`src/sv/bpl_pkg.sv`:
```
// ----------------------------------------------------------------------------
// bpl_pkg: shared types and codes of the bounded positional list
// action codes, status codes and the beat payloads of both channels
// ----------------------------------------------------------------------------
package bpl_pkg;

	// action codes
	localparam logic [1:0] ACT_INSERT = 2'd0;
	localparam logic [1:0] ACT_REMOVE = 2'd1;
	localparam logic [1:0] ACT_LIST   = 2'd2;

	// status codes
	localparam logic [1:0] ST_OK     = 2'd0;
	localparam logic [1:0] ST_FULL   = 2'd1;
	localparam logic [1:0] ST_EMPTY  = 2'd2;
	localparam logic [1:0] ST_BADPOS = 2'd3;

	typedef struct packed {
		logic [1:0]         action;
		logic [4:0]         position;
		logic signed [31:0] value;
	} cmd_t;

	typedef struct packed {
		logic [1:0]         status;
		logic signed [31:0] item;
		logic [4:0]         item_position;
		logic [4:0]         entries_now;
		logic               last;
	} rsp_t;

endpackage

```
`src/sv/bpl_store.sv`:
```
// ----------------------------------------------------------------------------
// bpl_store: entry memory
// one write port and one read port with registered read data
// ----------------------------------------------------------------------------
module bpl_store #(
	parameter int DEPTH = 16
) (
	input  logic                       clk,
	input  logic                       we,
	input  logic [$clog2(DEPTH)-1:0]   waddr,
	input  logic [31:0]                wdata,
	input  logic                       re,
	input  logic [$clog2(DEPTH)-1:0]   raddr,
	output logic [31:0]                rdata
);

	logic [31:0] mem [DEPTH];
	logic [31:0] rdata_q;

	always_ff @(posedge clk) begin
		if (we) begin
			mem[waddr] <= wdata;
		end
	end

	// read data holds until the next read
	always_ff @(posedge clk) begin
		if (re) begin
			rdata_q <= mem[raddr];
		end
	end

	assign rdata = rdata_q;

endmodule

```
`src/sv/bpl_ctrl.sv`:
```
// ----------------------------------------------------------------------------
// bpl_ctrl: list sequencer
// decodes a command, walks the memory one entry per step and builds results
// ----------------------------------------------------------------------------
module bpl_ctrl #(
	parameter int DEPTH = 16
) (
	input  logic                       clk,
	input  logic                       arst_n,
	input  logic                       cmd_valid,
	output logic                       cmd_stall,
	input  bpl_pkg::cmd_t              cmd,
	input  logic                       room,
	output logic                       push,
	output bpl_pkg::rsp_t              res,
	output logic                       mem_we,
	output logic [$clog2(DEPTH)-1:0]   mem_waddr,
	output logic [31:0]                mem_wdata,
	output logic                       mem_re,
	output logic [$clog2(DEPTH)-1:0]   mem_raddr,
	input  logic [31:0]                mem_rdata
);
	import bpl_pkg::*;

	localparam int IW = $clog2(DEPTH);
	localparam int CW = $clog2(DEPTH + 1);
	localparam int WW = ((CW > 5) ? CW : 5) + 1;

	localparam logic [2:0] S_IDLE   = 3'd0;
	localparam logic [2:0] S_RES    = 3'd1;
	localparam logic [2:0] S_INS    = 3'd2;
	localparam logic [2:0] S_INS_WR = 3'd3;
	localparam logic [2:0] S_RM_CAP = 3'd4;
	localparam logic [2:0] S_RM     = 3'd5;
	localparam logic [2:0] S_RM_WR  = 3'd6;
	localparam logic [2:0] S_LIST   = 3'd7;

	logic [2:0]    state_q;
	logic [CW-1:0] count_q;
	logic [CW-1:0] idx_q;
	logic [CW-1:0] posm1_q;
	logic [31:0]   val_q;
	logic [31:0]   removed_q;
	rsp_t          res_q;

	logic          accept;
	logic [WW-1:0] pos_w;
	logic [WW-1:0] cnt_w;
	logic [WW-1:0] posm1_w;
	logic          ins_bad;
	logic          rm_bad;
	logic          is_full;
	logic          is_empty;
	logic          list_last;
	logic [CW-1:0] idx_inc;
	logic [CW-1:0] idx_dec;

	assign accept    = cmd_valid && (state_q == S_IDLE);
	assign cmd_stall = (state_q != S_IDLE);

	assign pos_w    = WW'(cmd.position);
	assign cnt_w    = WW'(count_q);
	assign posm1_w  = pos_w - WW'(1);
	assign ins_bad  = (pos_w == '0) || (pos_w > cnt_w + WW'(1));
	assign rm_bad   = (pos_w == '0) || (pos_w > cnt_w);
	assign is_full  = (count_q == CW'(DEPTH));
	assign is_empty = (count_q == '0);

	assign idx_inc   = idx_q + CW'(1);
	assign idx_dec   = idx_q - CW'(1);
	assign list_last = (idx_inc == count_q);

	// memory port control
	always_comb begin
		mem_we    = 1'b0;
		mem_waddr = idx_q[IW-1:0];
		mem_wdata = mem_rdata;
		mem_re    = 1'b0;
		mem_raddr = idx_q[IW-1:0];
		unique case (state_q)
			S_IDLE: begin
				if (accept && cmd.action == ACT_REMOVE && !is_empty && !rm_bad) begin
					mem_re    = 1'b1;
					mem_raddr = posm1_w[IW-1:0];
				end else if (accept && cmd.action == ACT_LIST && !is_empty) begin
					mem_re    = 1'b1;
					mem_raddr = '0;
				end
			end
			S_INS: begin
				if (idx_q == posm1_q) begin
					mem_we    = 1'b1;
					mem_wdata = val_q;
				end else begin
					mem_re    = 1'b1;
					mem_raddr = idx_dec[IW-1:0];
				end
			end
			S_INS_WR: begin
				mem_we = 1'b1;
			end
			S_RM: begin
				mem_re = (idx_q != count_q);
			end
			S_RM_WR: begin
				mem_we    = 1'b1;
				mem_waddr = idx_dec[IW-1:0];
			end
			S_LIST: begin
				if (room && !list_last) begin
					mem_re    = 1'b1;
					mem_raddr = idx_inc[IW-1:0];
				end
			end
			default: begin
			end
		endcase
	end

	// result out of the sequencer
	always_comb begin
		res  = res_q;
		push = 1'b0;
		unique case (state_q)
			S_RES: begin
				push = room;
			end
			S_LIST: begin
				push              = room;
				res.status        = ST_OK;
				res.item          = mem_rdata;
				res.item_position = 5'(idx_inc);
				res.entries_now   = 5'(count_q);
				res.last          = list_last;
			end
			default: begin
			end
		endcase
	end

	always_ff @(posedge clk or negedge arst_n) begin
		if (!arst_n) begin
			state_q <= S_IDLE;
			count_q <= '0;
		end else begin
			unique case (state_q)
				S_IDLE: begin
					if (accept) begin
						unique case (cmd.action)
							ACT_INSERT: begin
								if (!is_full && !ins_bad) begin
									state_q <= S_INS;
								end else begin
									state_q <= S_RES;
								end
							end
							ACT_REMOVE: begin
								if (!is_empty && !rm_bad) begin
									state_q <= S_RM_CAP;
								end else begin
									state_q <= S_RES;
								end
							end
							ACT_LIST: begin
								if (!is_empty) begin
									state_q <= S_LIST;
								end else begin
									state_q <= S_RES;
								end
							end
							default: begin
							end
						endcase
					end
				end
				S_RES: begin
					if (room) begin
						state_q <= S_IDLE;
					end
				end
				S_INS: begin
					if (idx_q == posm1_q) begin
						count_q <= count_q + CW'(1);
						state_q <= S_RES;
					end else begin
						state_q <= S_INS_WR;
					end
				end
				S_INS_WR: begin
					state_q <= S_INS;
				end
				S_RM_CAP: begin
					state_q <= S_RM;
				end
				S_RM: begin
					if (idx_q == count_q) begin
						count_q <= count_q - CW'(1);
						state_q <= S_RES;
					end else begin
						state_q <= S_RM_WR;
					end
				end
				S_RM_WR: begin
					state_q <= S_RM;
				end
				S_LIST: begin
					if (room && list_last) begin
						state_q <= S_IDLE;
					end
				end
				default: begin
					state_q <= S_IDLE;
				end
			endcase
		end
	end

	// datapath registers
	always_ff @(posedge clk) begin
		unique case (state_q)
			S_IDLE: begin
				if (accept) begin
					val_q   <= cmd.value;
					posm1_q <= CW'(posm1_w);
					res_q.item          <= '0;
					res_q.item_position <= '0;
					res_q.entries_now   <= 5'(count_q);
					res_q.last          <= 1'b1;
					if (cmd.action == ACT_INSERT) begin
						idx_q <= count_q;
						if (is_full) begin
							res_q.status <= ST_FULL;
						end else begin
							res_q.status <= ins_bad ? ST_BADPOS : ST_OK;
						end
					end else begin
						idx_q <= '0;
						if (is_empty) begin
							res_q.status <= ST_EMPTY;
						end else begin
							res_q.status <= rm_bad ? ST_BADPOS : ST_OK;
						end
					end
				end
			end
			S_INS: begin
				if (idx_q == posm1_q) begin
					res_q.item          <= val_q;
					res_q.item_position <= 5'(posm1_q + CW'(1));
					res_q.entries_now   <= 5'(count_q + CW'(1));
				end
			end
			S_INS_WR: begin
				idx_q <= idx_dec;
			end
			S_RM_CAP: begin
				removed_q <= mem_rdata;
				idx_q     <= posm1_q + CW'(1);
			end
			S_RM: begin
				if (idx_q == count_q) begin
					res_q.item          <= removed_q;
					res_q.item_position <= 5'(posm1_q + CW'(1));
					res_q.entries_now   <= 5'(count_q - CW'(1));
				end
			end
			S_RM_WR: begin
				idx_q <= idx_inc;
			end
			S_LIST: begin
				if (room) begin
					idx_q <= idx_inc;
				end
			end
			default: begin
			end
		endcase
	end

endmodule

```
`src/sv/bounded_positional_list.sv`:
```
// ----------------------------------------------------------------------------
// bounded_positional_list: ordered list with insert and remove by position
// up to DEPTH signed words, 1-based positions, listing of all entries
//
//   channel | direction | beat  | handshake
//   cmd     | in        | cmd_t | cmd_valid / cmd_stall
//   rsp     | out       | rsp_t | rsp_valid / rsp_stall
//
// one command at a time; an unused action is dropped with no beat and an
// error goes straight to its result; insert and remove shift the entries
// from the position on, each shifted entry read and then written back through
// the single memory port pair; a list gives one beat per cycle while rsp is
// not stalled
// reset clears the count and control; memory contents need no clearing
// a stalled rsp holds its beat, and a new command is taken while it waits;
// the next result then waits in the sequencer until the output register frees
// ----------------------------------------------------------------------------
module bounded_positional_list #(
	parameter int DEPTH = 16
) (
	input  logic          clk,
	input  logic          arst_n,
	input  logic          cmd_valid,
	output logic          cmd_stall,
	input  bpl_pkg::cmd_t cmd,
	output logic          rsp_valid,
	input  logic          rsp_stall,
	output bpl_pkg::rsp_t rsp
);
	import bpl_pkg::*;

	localparam int IW = $clog2(DEPTH);

	// memory port between sequencer and store
	logic          mem_we;
	logic [IW-1:0] mem_waddr;
	logic [31:0]   mem_wdata;
	logic          mem_re;
	logic [IW-1:0] mem_raddr;
	logic [31:0]   mem_rdata;

	// result path into the output register
	logic room;
	logic push;
	rsp_t res;

	logic rsp_valid_q;
	rsp_t rsp_q;

	// the output register can load when empty or when its beat leaves now
	assign room = !rsp_valid_q || !rsp_stall;

	bpl_ctrl #(
		.DEPTH(DEPTH)
	) u_ctrl (
		.clk       (clk),
		.arst_n    (arst_n),
		.cmd_valid (cmd_valid),
		.cmd_stall (cmd_stall),
		.cmd       (cmd),
		.room      (room),
		.push      (push),
		.res       (res),
		.mem_we    (mem_we),
		.mem_waddr (mem_waddr),
		.mem_wdata (mem_wdata),
		.mem_re    (mem_re),
		.mem_raddr (mem_raddr),
		.mem_rdata (mem_rdata)
	);

	bpl_store #(
		.DEPTH(DEPTH)
	) u_store (
		.clk   (clk),
		.we    (mem_we),
		.waddr (mem_waddr),
		.wdata (mem_wdata),
		.re    (mem_re),
		.raddr (mem_raddr),
		.rdata (mem_rdata)
	);

	// output register: valid flag
	always_ff @(posedge clk or negedge arst_n) begin
		if (!arst_n) begin
			rsp_valid_q <= 1'b0;
		end else if (room) begin
			rsp_valid_q <= push;
		end
	end

	// output register: beat payload, held while stalled
	always_ff @(posedge clk) begin
		if (room && push) begin
			rsp_q <= res;
		end
	end

	assign rsp_valid = rsp_valid_q;
	assign rsp       = rsp_q;

endmodule

```
`config.mk`:
```
export PLATFORM = sky130hd
export DESIGN_NAME = bounded_positional_list
export DESIGN_NICKNAME = d
export VERILOG_FILES = /design/src/sv/bpl_pkg.sv /design/src/sv/bpl_store.sv /design/src/sv/bpl_ctrl.sv /design/src/sv/bounded_positional_list.sv
export SDC_FILE = /design/constraint.sdc
export NUM_CORES = 1
export LEC_CHECK = 0
export ABC_AREA = 1
export BUFFER_PORTS_ARGS = -buffer_cell sky130_fd_sc_hd__buf_2
export CORE_MARGIN = 4
export CORE_UTILIZATION = 50
export CTS_CLUSTER_DIAMETER = 50
export CTS_CLUSTER_SIZE = 16
export DETAILED_ROUTE_END_ITERATION = 8
export GPL_ROUTABILITY_DRIVEN = 0
export MAX_ROUTING_LAYER = met4
export PLACE_DENSITY = 0.79
export SETUP_SLACK_MARGIN = 0.15
export SLEW_MARGIN = 40
export SYNTH_ARGS = -nofsm -noshare
export SYNTH_HDL_FRONTEND = slang
export SYNTH_SLANG_ARGS = --single-unit
```
`constraint.sdc`:
```
create_clock -name clk -period 8.95 [get_ports clk]
set_input_delay 1.79 -clock clk [delete_from_list [all_inputs] [get_ports clk]]
set_output_delay 1.79 -clock clk [all_outputs]
set_load 0.01 [all_outputs]
```
### Word level (Yosys, flattened, before mapping)

Memory sizes are Yosys's and may differ from the RTL's. A register that Yosys moved wholly into a read port is not among the register bits.
Index checks and enable logic that the tools add are counted.

| operators by class | value |
|---|---|
| add/sub/neg operators | 7 |
| magnitude comparators | 2 |
| equality and inequality tests | 21 |
| muxes and demuxes | 45 |
| reductions and logical operators | 37 |

Operators with widths:

| kind | number |
|---|---|
| $pmux 42 s3 | 1 |
| $mux 43 | 2 |
| $mux 42 | 2 |
| $mux 32 | 2 |
| $mux 5 | 5 |
| $pmux 5 s5 | 1 |
| $pmux 3 s7 | 1 |
| $mux 4 | 5 |
| $mux 3 | 6 |
| $add 5x1->5 const B | 3 |
| $eq 5x5->1 | 3 |
| $sub 5x1->5 const B | 3 |
| $mux 2 | 7 |
| $eq 3x3->1 const B | 4 |
| $pmux 4 s3 | 1 |
| $logic_and 1x1->1 | 11 |
| $pmux 5 s2 | 1 |
| $pmux 3 s3 | 1 |
| $mux 1 | 8 |
| $ne 2x1->1 const B | 4 |
| $reduce_and 4->1 | 2 |
| $logic_not 1->1 | 7 |
| $add 5x1->6 const B | 1 |
| $eq 3x2->1 const B | 2 |
| other kinds (22) | 29 |

| storage, ports and cells | value |
|---|---|
| register bits after elaboration | 172 |
| RAM bits | 512 |
| input port bits | 43 |
| output and inout port bits | 47 |
| word-level logic and storage cells | 129 |
| memories | 1 |

Memories:

| memory | words | width | read ports | clocked after Yosys merged registers in | write ports | RTL line | RTL |
|---|---|---|---|---|---|---|---|
| u_store.mem | 16 | 32 | 1 | 1 | 1 | bpl_store.sv:17 | `logic [31:0] mem [DEPTH];` |

### Longest topological paths before layout

Gate-level depths: netlist (run 1).

| depth | value |
|---|---|
| depth after elaboration | 9 |
| mapped depth | 23 |
| mapped depth without buffers | 20 |

### Cells and area by module

A second synthesis (run 1) with hierarchy kept.

| unflattened totals | value |
|---|---|
| cells, all modules | 2,888 |
| area, all modules | 31,305.0 um^2 |

By module, submodules not included:

| module | instances | cells an instance | area each (um^2) | sequential area each (um^2) |
|---|---|---|---|---|
| bpl_store | 1 | 2,120 | 23,050.9 | 16,335.7 |
| bpl_ctrl | 1 | 718 | 6,861.6 | 3,743.6 |
| bounded_positional_list | 1 | 50 | 1,392.6 | 1,376.3 |

### Worst setup path before layout (run 1)

No wires, ideal clock.

| path | value |
|---|---|
| path kind | input to register |
| from | input cmd_valid |
| to | register u_ctrl.res_q[10] (netlist bit), enable pin |
| library setup time | 0.667 ns |
| data arrival time | 8.461 ns |
| data required time | 8.283 ns |
| path slack | -0.178 ns |
| stages on the path | 2 |
| path buffers | 0 |
| cells stage by stage | nor2_1 > a2111oi_0 |

| on the way | value |
|---|---|
| longest elaborated chain between the ends | 3 |

RTL lines:

| item | RTL line | RTL |
|---|---|---|
| start, declared | bounded_positional_list.sv:23 | `input logic cmd_valid,` |
| $logic_and 1x1->1 | bpl_ctrl.sv:58 | `assign accept = cmd_valid && (state_q == S_IDLE);` |
| $ne 2x1->1 (no source line) | -- |  |
| $reduce_and 4->1 (no source line) | -- |  |
| end, declared | bpl_ctrl.sv:44 | `rsp_t res_q;` |

No other way between the ends.
A chain may end at the register's enable or synchronous reset.

### Worst setup path after layout (run 1)

| path | value |
|---|---|
| from | input cmd[36] (netlist bit) |
| to | register u_store.rdata_q[24], in the netlist u_store.rdata[24] (read register of u_store.mem), data pin |

| on the way | value |
|---|---|
| longest elaborated chain between the ends | 6 |
| elaborated cells between the ends (all ways) | 9 |
| classes of those cells | order compare: 1; mux: 4; reduce/logical: 4 |

RTL lines:

| item | RTL line | RTL |
|---|---|---|
| start, declared | bounded_positional_list.sv:25 | `input bpl_pkg::cmd_t cmd,` |
| $gt 5x5->1 / $logic_not 6->1 (equally long branches) | bpl_ctrl.sv:65 | `assign rm_bad = (pos_w == '0) \|\| (pos_w > cnt_w);` |
| $logic_or 1x1->1 * | bpl_ctrl.sv:65 |  |
| $logic_not 1->1 * | bpl_ctrl.sv:82 | `if (accept && cmd.action == ACT_REMOVE && !is_empty && !rm_bad) begin` |
| $logic_and 1x1->1 * | bpl_ctrl.sv:82 |  |
| $mux 1 / $mux 4 (equally long branches) | bpl_ctrl.sv:82 |  |
| $pmux 1 s4 / $pmux 4 s3 (equally long branches) | bpl_ctrl.sv:80 | `unique case (state_q)` |
| end, declared | bpl_store.sv:18 | `logic [31:0] rdata_q;` |

Mark *: on every way between the ends. The rest lies on a longest branch, timed or not.

==> out/qor.tcl, run 1 <==
set qor(avgSynthCellArea_sq_um) 10.7
set qor(antenna_found_initial) 0
set qor(multiInputGateArea_sq_um) 7800
set qor(boundaryPins) 90
set qor(postSynthRegisterBits) 716
set qor(layout-drive-gt1-share_pct) 8.82
set qor(die-width_um) 259
set qor(number_of_cells_upsized_or_downsized_after_cts) 0
set qor(synth_top_area_cell) {sky130_fd_sc_hd__edfxtp_1}
set qor(power_density_nw_per_um2) 412
set qor(critPathCaptureType) {flip-flop}
set qor(synth_fp_nets) 2996
set qor(cp-startpoint) {cmd[36]}
set qor(leakagePower_nw) 14.0
set qor(worst_hold_path_type) {flip-flop to flip-flop}
set qor(reg2reg_to) {u_store.rdata[24]$_DFFE_PP_}
set qor(cp-start-kind) {input pin}
set qor(crit_path_cell_trace) {buf_2, ha_1, nand2_1, nor2_1, nand2_1, nand3_1, nand2_1, nand3_2, o21ai_0, nand3_1, nand3_1, nand2_4, buf_4, buf_4, nand3_1, nand3_1, nand3_1, nand2_1}
set qor(pin_count_of_the_biggest_net_entering_global_routing) 185
set qor(cts_tree) {yes}
set qor(cell_area_after_technology_mapping_sq_um) 31500
set qor(worst_path_largest_cell_delay_ns) 0.75
set qor(slew_viol_final) 0
set qor(drtPass1Iterations) 6
set qor(first_pass_grt_wire_length_um) 118000
set qor(clock_sink_count) 716
set qor(clkSlewWorstSetupHoldPaths_ns) 0.07
set qor(worst-endpoint-arrival_ns) 5.56
set qor(post_drt_via_cell_ratio) 5.70
set qor(vias) 21800
set qor(drc_errors) 0
set qor(clock_insertion_delay_worst_skew_ns) 0.62
set qor(cts-root-to-sink-buffers) 3
set qor(vias_in_the_first_global_route) 20900
set qor(post-route-util_pct) 55.4
set qor(cts-buffers-inserted) 55
set qor(slack_of_the_worst_reg_to_reg_path_ns) 4.09
set qor(clock_tree_root_buffer_cell) {sky130_fd_sc_hd__clkbuf_16}
set qor(core-area_sq_um) 62100
set qor(num-nets-final) 3038
set qor(floorplan.initialDensity_pct) 50.8
set qor(global_route.overflow_total) 0
set qor(antenna_left) 0
set qor(track_usage_pct) 23.2
set qor(timing_hold_violations_final) 0
set qor(holdPathStages) 0
set qor(irDropWorstVdd_mv) 0.371
set qor(reg2reg_from) {u_ctrl.idx_q[0]$_DFFE_PP_}
set qor(top_layer_reached_by_signal_wires) {met4}
set qor(port-buffer-count) 89
set qor(postSynth.asyncResetShare_pct) 1.26
set qor(postCtsSetupBuffers) 0
set qor(slowest_stage) {sky130_fd_sc_hd__buf_4}
set qor(wl_cell_um) 20.3
set qor(rsz_0062_raised_after_global_routing) {false}
set qor(antennaDiodeCount) 0
set qor(fmax_mhz) 197
set qor(critical_path.max_fanout) 57
set qor(dominantRegCellSynth) {sky130_fd_sc_hd__edfxtp_1}
set qor(run_status) {complete, no violations}
set qor(fp.dieArea_sq_um) 67100
set qor(detailedPlacementHpwl_um) 40100
set qor(areaGrowthSynthToFinish_pct) 9.23
set qor(y_dimension_of_the_die_um) 259
set qor(syn_inst) 2932
set qor(rows) 91
set qor(layout.filler_cells) 4899
set qor(finalHoldWorstSlack_ns) 0.487
set qor(cp.required_ns) 9.43
set qor(synth_top_area_share_pct) 67.4
set qor(m1_wire_length_um) 29600
set qor(worstMarginPinSlew_ns) 0.782
set qor(edff_count_synth) 707
set qor(crit_family) {simple AND/OR/NAND/NOR gates}
set qor(setup.worst_path.class) {input pin to flip-flop}
set qor(cp_num_cells) 18
set qor(synthDistinctLibCells) 41
set qor(critical-path-top-cell-by-count) {sky130_fd_sc_hd__nand3_1}
set qor(r2r_cells) 19
set qor(critPathCapture) {u_store.rdata[24]$_DFFE_PP_}
set qor(synth.yosys.seq_area_share_pct) 68.1
set qor(ff_latch_area_sq_um) 21500
set qor(final_worst_clock_skew_ns) 0.0276
set qor(setup_total_negative_slack_ns) 0
set qor(synth_common_cells) {766 x sky130_fd_sc_hd__nand2_1, 707 x sky130_fd_sc_hd__edfxtp_1, 608 x sky130_fd_sc_hd__nand3_1}
set qor(routed_wirelength_um) 77700
set qor(final-setup-viol-count) 0
set qor(post-route-min-period_ns) 5.08
set qor(met3WireLength_um) 7910
set qor(final_min_period_over_clock_period_pct) 56.7
set qor(yosysWarnings) 0
set qor(maxCapViolCount) 0
set qor(yosys.cell_count.top_type) {sky130_fd_sc_hd__nand2_1}
set qor(top_cells_by_area_synth) {sky130_fd_sc_hd__edfxtp_1 67%, sky130_fd_sc_hd__nand3_1 9.7%, sky130_fd_sc_hd__nand2_1 9.1%}
set qor(max_slew_margin_pct) 47.9
set qor(wl_met2_um) 37300
set qor(first_iter_violations) 2872
set qor(clock_tree.htree_level_count) 2
set qor(crit_buf_inv) 3
set qor(cts.hold.buffers_added) 0
## worst min path at each step
| stage | from | endpoint | slack (ns) |
|---|---|---|---|
| 2_1_floorplan | u_store.rdata[0]$_DFFE_PP_ | u_ctrl.removed_q[0]$_DFFE_PP_ | 0.45 |
| 3_3_place_gp | u_store.rdata[6]$_DFFE_PP_ | u_ctrl.removed_q[6]$_DFFE_PP_ | 0.46 |
| 3_5_place_dp | u_store.rdata[27]$_DFFE_PP_ | u_ctrl.removed_q[27]$_DFFE_PP_ | 0.46 |
| 4_1_cts | u_store.rdata[3]$_DFFE_PP_ | u_ctrl.removed_q[3]$_DFFE_PP_ | 0.49 |
| 5_1_grt | u_store.rdata[11]$_DFFE_PP_ | u_ctrl.removed_q[11]$_DFFE_PP_ | 0.50 |
| 6_report | u_store.rdata[3]$_DFFE_PP_ | u_ctrl.removed_q[3]$_DFFE_PP_ | 0.49 |
## layout by cell type (no fill, tap or decap), drive strengths merged, types with 4 or more instances in the layout
cell type / instances
dfrtp: 9
buf: 145
nor3: 12
nand3b: 32
inv: 409
nand2: 771
edfxtp: 707
o21ai: 99
o211ai: 5
nand4: 5
o221ai: 4
clkbuf: 62
xor2: 16
ha: 21
nor2: 45
a21oi: 10
clkinv: 11
nand3: 610
## sequential cells by signal (all words and copies together) (netlist names)
register,count
rsp,45
rsp_valid,1
u_ctrl.count_q,5
u_ctrl.idx_q,5
u_ctrl.posm1_q,5
u_ctrl.removed_q,32
u_ctrl.res_q,44
u_ctrl.state_q,3
u_ctrl.val_q,32
u_store.mem,512
u_store.rdata,32
## logic make-up (layout without fill, tap and decap cells)
family / count (synthesis) / in the layout / share of synthesized area [%]
simple gates: 1478 / 1478 / 20.7
buf+inv: 567 / 628 / 7.50
fa+ha+maj: 21 / 21 / 0.834
compound gates: 131 / 131 / 2.30
xor+xnor: 19 / 19 / 0.528
flops: 716 / 716 / 68.1
## routing by layer
metal,up-vias,track usage (%)
li1,9929,-
met1,10400,29.9
met2,1297,37.6
met3,242,3.55
met4,0,8.83
met5,-,-
## through the flow
step           setup slack, ns  std cells  total power, mW  instance area (sq um)
2_1_floorplan             1.89       2932             9.87                  31500
3_3_place_gp              2.82       3749             11.5                  32700
3_5_place_dp              3.27       3751             11.7                  32700
4_1_cts                   3.93       3827             14.0                  34300
5_1_grt                   3.73       3830             15.0                  34400
6_report                  3.87       3830             14.2                  34400
## layout make-up
class,count,share of cell area (%)
clock inverters,14,0.378
flip-flops and latches,716,62.4
clock buffers,62,4.20
inverters,407,4.60
repair buffers,145,2.75
multi-input cells,1649,22.7
well taps,837,3.04
## power by group
group          internal, mW  switching [mW]
Clock                  1.18            1.13
Sequential             4.97           0.278
Combinational          1.79            4.83
No activity file was read; power rests on OpenSTA's default activity.
==> inputs of run 2 (changes only) <==
ABC_AREA = 0   (was 1)
clock period = 4.5 ns   (was 8.95 ns; I/O delays follow)
==> run 2 against run 1 <==
  * Final cell count shrank 36%
  * Area after synthesis fell by 8.5%
  * Non-clock buffer count grew 20
  * Critical path type is now flip-flop to flip-flop
  * Utilization is 1.8 points higher
  * Routed wire length down 16%
==> out/qor.tcl, run 2 <==
set qor(synthDistinctLibCells) 67 ;# +63%
set qor(edff_count_synth) 707 ;# unchanged
set qor(global_route.overflow_total) 0 ;# unchanged
set qor(cts-root-to-sink-buffers) 3 ;# unchanged
set qor(synth_top_family_by_area) {multiplexers}
set qor(cts-buffers-inserted) 56 ;# +1.8%
set qor(syn_inst) 1522 ;# -48%
set qor(synth-compound-area-share_pct) 3.36 ;# +1.1 points
set qor(cp-start-kind) {flip-flop}
set qor(dpl.cell_count) 2358 ;# -37%
set qor(share_seq_of_total_power_pct) 41.5 ;# +4.5 points
set qor(synth.yosys.seq_area_share_pct) 74.4 ;# +6.3 points
set qor(critPathCaptureType) {flip-flop}
set qor(setup.worst_path.class) {flip-flop to flip-flop}
set qor(layout-drive-gt1-share_pct) 26.3 ;# +17 points
set qor(antenna_found_initial) 0 ;# unchanged
set qor(antennaDiodeCount) 0 ;# unchanged
set qor(core-area_sq_um) 56700 ;# -8.6%
set qor(y_dimension_of_the_die_um) 248 ;# -4.2%
set qor(use_met1_pct) 29.5 ;# -0.39 points
set qor(detailed_place.area_sq_um) 30800 ;# -6.0%
set qor(worstMarginPinSlew_ns) 0.816 ;# +0.0344 ns
set qor(cp.required_ns) 4.85 ;# -4.58 ns
set qor(antenna_left) 0 ;# unchanged
set qor(p_switching_mw) 8.26 ;# +32%
set qor(avgSynthCellArea_sq_um) 18.9 ;# +76%
set qor(floorplan.initialDensity_pct) 50.8 ;# +0.080 points
set qor(first_iter_violations) 1916 ;# -33%
set qor(synth-xor-area-share_pct) 1.14 ;# +0.61 points
set qor(post-route-util_pct) 57.2 ;# +1.8 points
set qor(pin_count_of_the_biggest_net_entering_global_routing) 54 ;# -71%
set qor(leakagePower_nw) 10.9 ;# -22%
set qor(slew_viol_final) 0 ;# unchanged
set qor(setup_total_negative_slack_ns) 0 ;# unchanged
set qor(die-width_um) 248 ;# -4.2%
set qor(top_register) {u_store.mem}
set qor(vias) 15100 ;# -31%
set qor(drtPass1Iterations) 5 ;# -1
set qor(run_status) {complete, no violations}
set qor(fmax_mhz) 245
set qor(num-nets-final) 1729 ;# -43%
set qor(layout_commonest_cell) {sky130_fd_sc_hd__edfxtp_1}
set qor(clkSlewWorstSetupHoldPaths_ns) 0.07 ;# about the same
set qor(vias_in_the_first_global_route) 15300 ;# -27%
set qor(first_pass_grt_wire_length_um) 97800 ;# -17%
set qor(wl_cell_um) 26.8 ;# +32%
set qor(critical_path.max_fanout) 30 ;# -47%
set qor(clock_insertion_delay_worst_skew_ns) 0.62 ;# about the same
set qor(p_clk_share_pct) 18.8 ;# +2.5 points
set qor(finalHoldWorstSlack_ns) 0.133 ;# -0.354 ns
set qor(top_cells_by_area_synth) {sky130_fd_sc_hd__edfxtp_1 74%, sky130_fd_sc_hd__mux4_2 10%, sky130_fd_sc_hd__mux2i_1 3.3%}
set qor(dominantRegCellSynth) {sky130_fd_sc_hd__edfxtp_1}
set qor(yosysWarnings) 0 ;# unchanged
set qor(worst-endpoint-arrival_ns) 4.44 ;# -1.12 ns
set qor(synth_adder_area_share_pct) 0.911 ;# +0.077 points
set qor(dpl_worst_slack_ns) 0.208 ;# -3.06 ns
set qor(final-setup-viol-count) 0 ;# unchanged
set qor(postLayoutSetupSlackWorst_ns) 0.412 ;# -3.46 ns
set qor(use_met3_pct) 3.79 ;# +0.24 points
set qor(final_worst_clock_skew_ns) 0.0196 ;# -0.00801 ns
set qor(flip_flop_count_of_the_largest_register_after_layout) 512 ;# unchanged
set qor(synth_simple_gate_area_share_pct) 3.71 ;# -17 points
set qor(post_drt_via_cell_ratio) 6.17 ;# +8.2%
set qor(postSynth.asyncResetShare_pct) 1.26 ;# unchanged
set qor(detailedPlacementHpwl_um) 36500 ;# -8.9%
set qor(clock_tree_root_buffer_cell) {sky130_fd_sc_hd__clkbuf_16}
set qor(drc_errors) 0 ;# unchanged
set qor(finish.cell_count_without_fillers) 2443 ;# -36%
set qor(clock_sink_count) 716 ;# unchanged
set qor(most-common-layout-cells) {707 x sky130_fd_sc_hd__edfxtp_1, 148 x sky130_fd_sc_hd__nand2_1, 128 x sky130_fd_sc_hd__mux4_2, 96 x sky130_fd_sc_hd__mux2i_1, 91 x sky130_fd_sc_hd__buf_2}
set qor(synth.area.mux_share_pct) 14.7 ;# +15 points
set qor(cts_tree) {yes}
set qor(yosys.cell_count.top_type) {sky130_fd_sc_hd__edfxtp_1}
set qor(maxCapViolCount) 0 ;# unchanged
set qor(areaGrowthSynthToFinish_pct) 12.6
set qor(design_area_sq_um) 32500 ;# -5.6%
set qor(synth_top_area_share_pct) 73.6 ;# +6.2 points
set qor(boundaryPins) 90 ;# unchanged
set qor(top_usage_layer) {met2}
set qor(routed_wirelength_um) 65600 ;# -16%
set qor(rsz_0062_raised_after_global_routing) {false}
set qor(synth_fp_nets) 1586 ;# -47%
set qor(track_usage_pct) 22.2 ;# -1.0 points
set qor(postSynthRegisterBits) 716 ;# unchanged
set qor(p_int_mw) 16.4 ;# +110%
set qor(grtUsageMet2_pct) 35.3 ;# -2.3 points
set qor(synth_common_cells) {707 x sky130_fd_sc_hd__edfxtp_1, 148 x sky130_fd_sc_hd__nand2_1, 128 x sky130_fd_sc_hd__mux4_2}
set qor(rows) 87 ;# -4.4%
set qor(post-route-min-period_ns) 4.09
set qor(synth_top_area_cell) {sky130_fd_sc_hd__edfxtp_1}
set qor(worst_hold_path_type) {input pin to asynchronous set/reset pin}
set qor(total_power_mw) 24.7 ;# +74%
set qor(power_density_nw_per_um2) 760 ;# +84%
set qor(final_min_period_over_clock_period_pct) 90.9
set qor(port-buffer-count) 89 ;# unchanged
set qor(clock_tree.htree_level_count) 2 ;# unchanged
set qor(cts.hold.buffers_added) 0 ;# unchanged
set qor(netSwitchingFraction_pct) 33.5 ;# -11 points
set qor(slack_of_the_worst_reg_to_reg_path_ns) 0.41 ;# -3.68 ns
set qor(power_frac_comb_pct) 39.7 ;# -7.0 points
set qor(layout.filler_cells) 4102 ;# -16%
set qor(timing_hold_violations_final) 0 ;# unchanged
set qor(max_slew_margin_pct) 45.6 ;# -2.3 points
set qor(irDropWorstVdd_mv) 0.627 ;# +69%
set qor(fp.dieArea_sq_um) 61600 ;# -8.2%
set qor(cell_area_after_technology_mapping_sq_um) 28800 ;# -8.5%
run 2: final cells by class:
type / count / area (sq um) / area share [%]
flip-flops and latches: 716 / 21500 / 66.1
multi-input cells: 703 / 7080 / 21.8
clock buffers: 59 / 1460 / 4.48
repair buffers: 165 / 1260 / 3.88
well taps: 756 / 946 / 2.91
clock inverters: 21 / 178 / 0.547
inverters: 23 / 86.3 / 0.266
run 2: power by group through the flow:
stage / Sequential [mW] / Clock [mW] / Combinational, mW
floorplan: 10.2 / 0 / 6.86
global placement: 10.3 / 0 / 9.35
detailed placement: 10.4 / 0 / 9.74
CTS: 10.2 / 4.72 / 9.82
global route: 10.3 / 5.00 / 10.6
finish: 10.2 / 4.64 / 9.81
run 2: metal layers:
layer | vias to the layer above | wire, um | share of wire [%]
met3 | 161 | 5790 | 8.8
met1 | 7768 | 25300 | 39
met4 | 0 | 2050 | 3.1
met2 | 795 | 32400 | 49
met5 | - | 0 | 0
li1 | 6340 | - | -
run 2: worst paths after layout:
kind | from | end | cells past startpoint
max | u_ctrl.count_q[3]$_DFFE_PN0P_ | u_store.rdata[15]$_DFFE_PP_ | 13
min | arst_n | u_ctrl.count_q[4]$_DFFE_PN0P_ | 1
max reg2reg | u_ctrl.count_q[3]$_DFFE_PN0P_ | u_store.rdata[15]$_DFFE_PP_ | 13
min reg2reg | u_store.rdata[1]$_DFFE_PP_ | u_ctrl.removed_q[1]$_DFFE_PP_ | 0
max in group asynchronous | arst_n | u_ctrl.state_q[2]$_DFFE_PN0P_ | 1
min in group clk | cmd[31] | u_ctrl.val_q[31]$_DFFE_PP_ | 1
run 2: cells by family (layout without fill, tap and decap cells):
family / after synthesis / count (layout)
AOI/OAI and AO/OA: 139 / 139
xor gates and xnor gates: 35 / 35
adders and majority gates: 21 / 21
buffers and inverters: 103 / 268
DFF: 716 / 716
muxes: 258 / 258
and+or+nand+nor: 250 / 250
run 2: repair_timing:
action                     in CTS  in global routing
buffers inserted                0                  4
gates resized for setup         0                  0
setup endpoints to repair       0                  1
run 2: worst max-delay path: stages, from the launching register on:
cell and delay, ns:
sky130_fd_sc_hd__dfrtp_1 0.57, sky130_fd_sc_hd__inv_1 0.22, sky130_fd_sc_hd__ha_1 0.36, sky130_fd_sc_hd__and4b_1 0.20
sky130_fd_sc_hd__o21ai_1 0.11, sky130_fd_sc_hd__a21oi_1 0.13, sky130_fd_sc_hd__o21ai_0 0.32, sky130_fd_sc_hd__a211oi_1 0.15
sky130_fd_sc_hd__nor4_2 0.54, sky130_fd_sc_hd__buf_4 0.28, sky130_fd_sc_hd__buf_12 0.22, sky130_fd_sc_hd__mux4_2 0.35
sky130_fd_sc_hd__mux2i_1 0.21, sky130_fd_sc_hd__mux2i_1 0.12
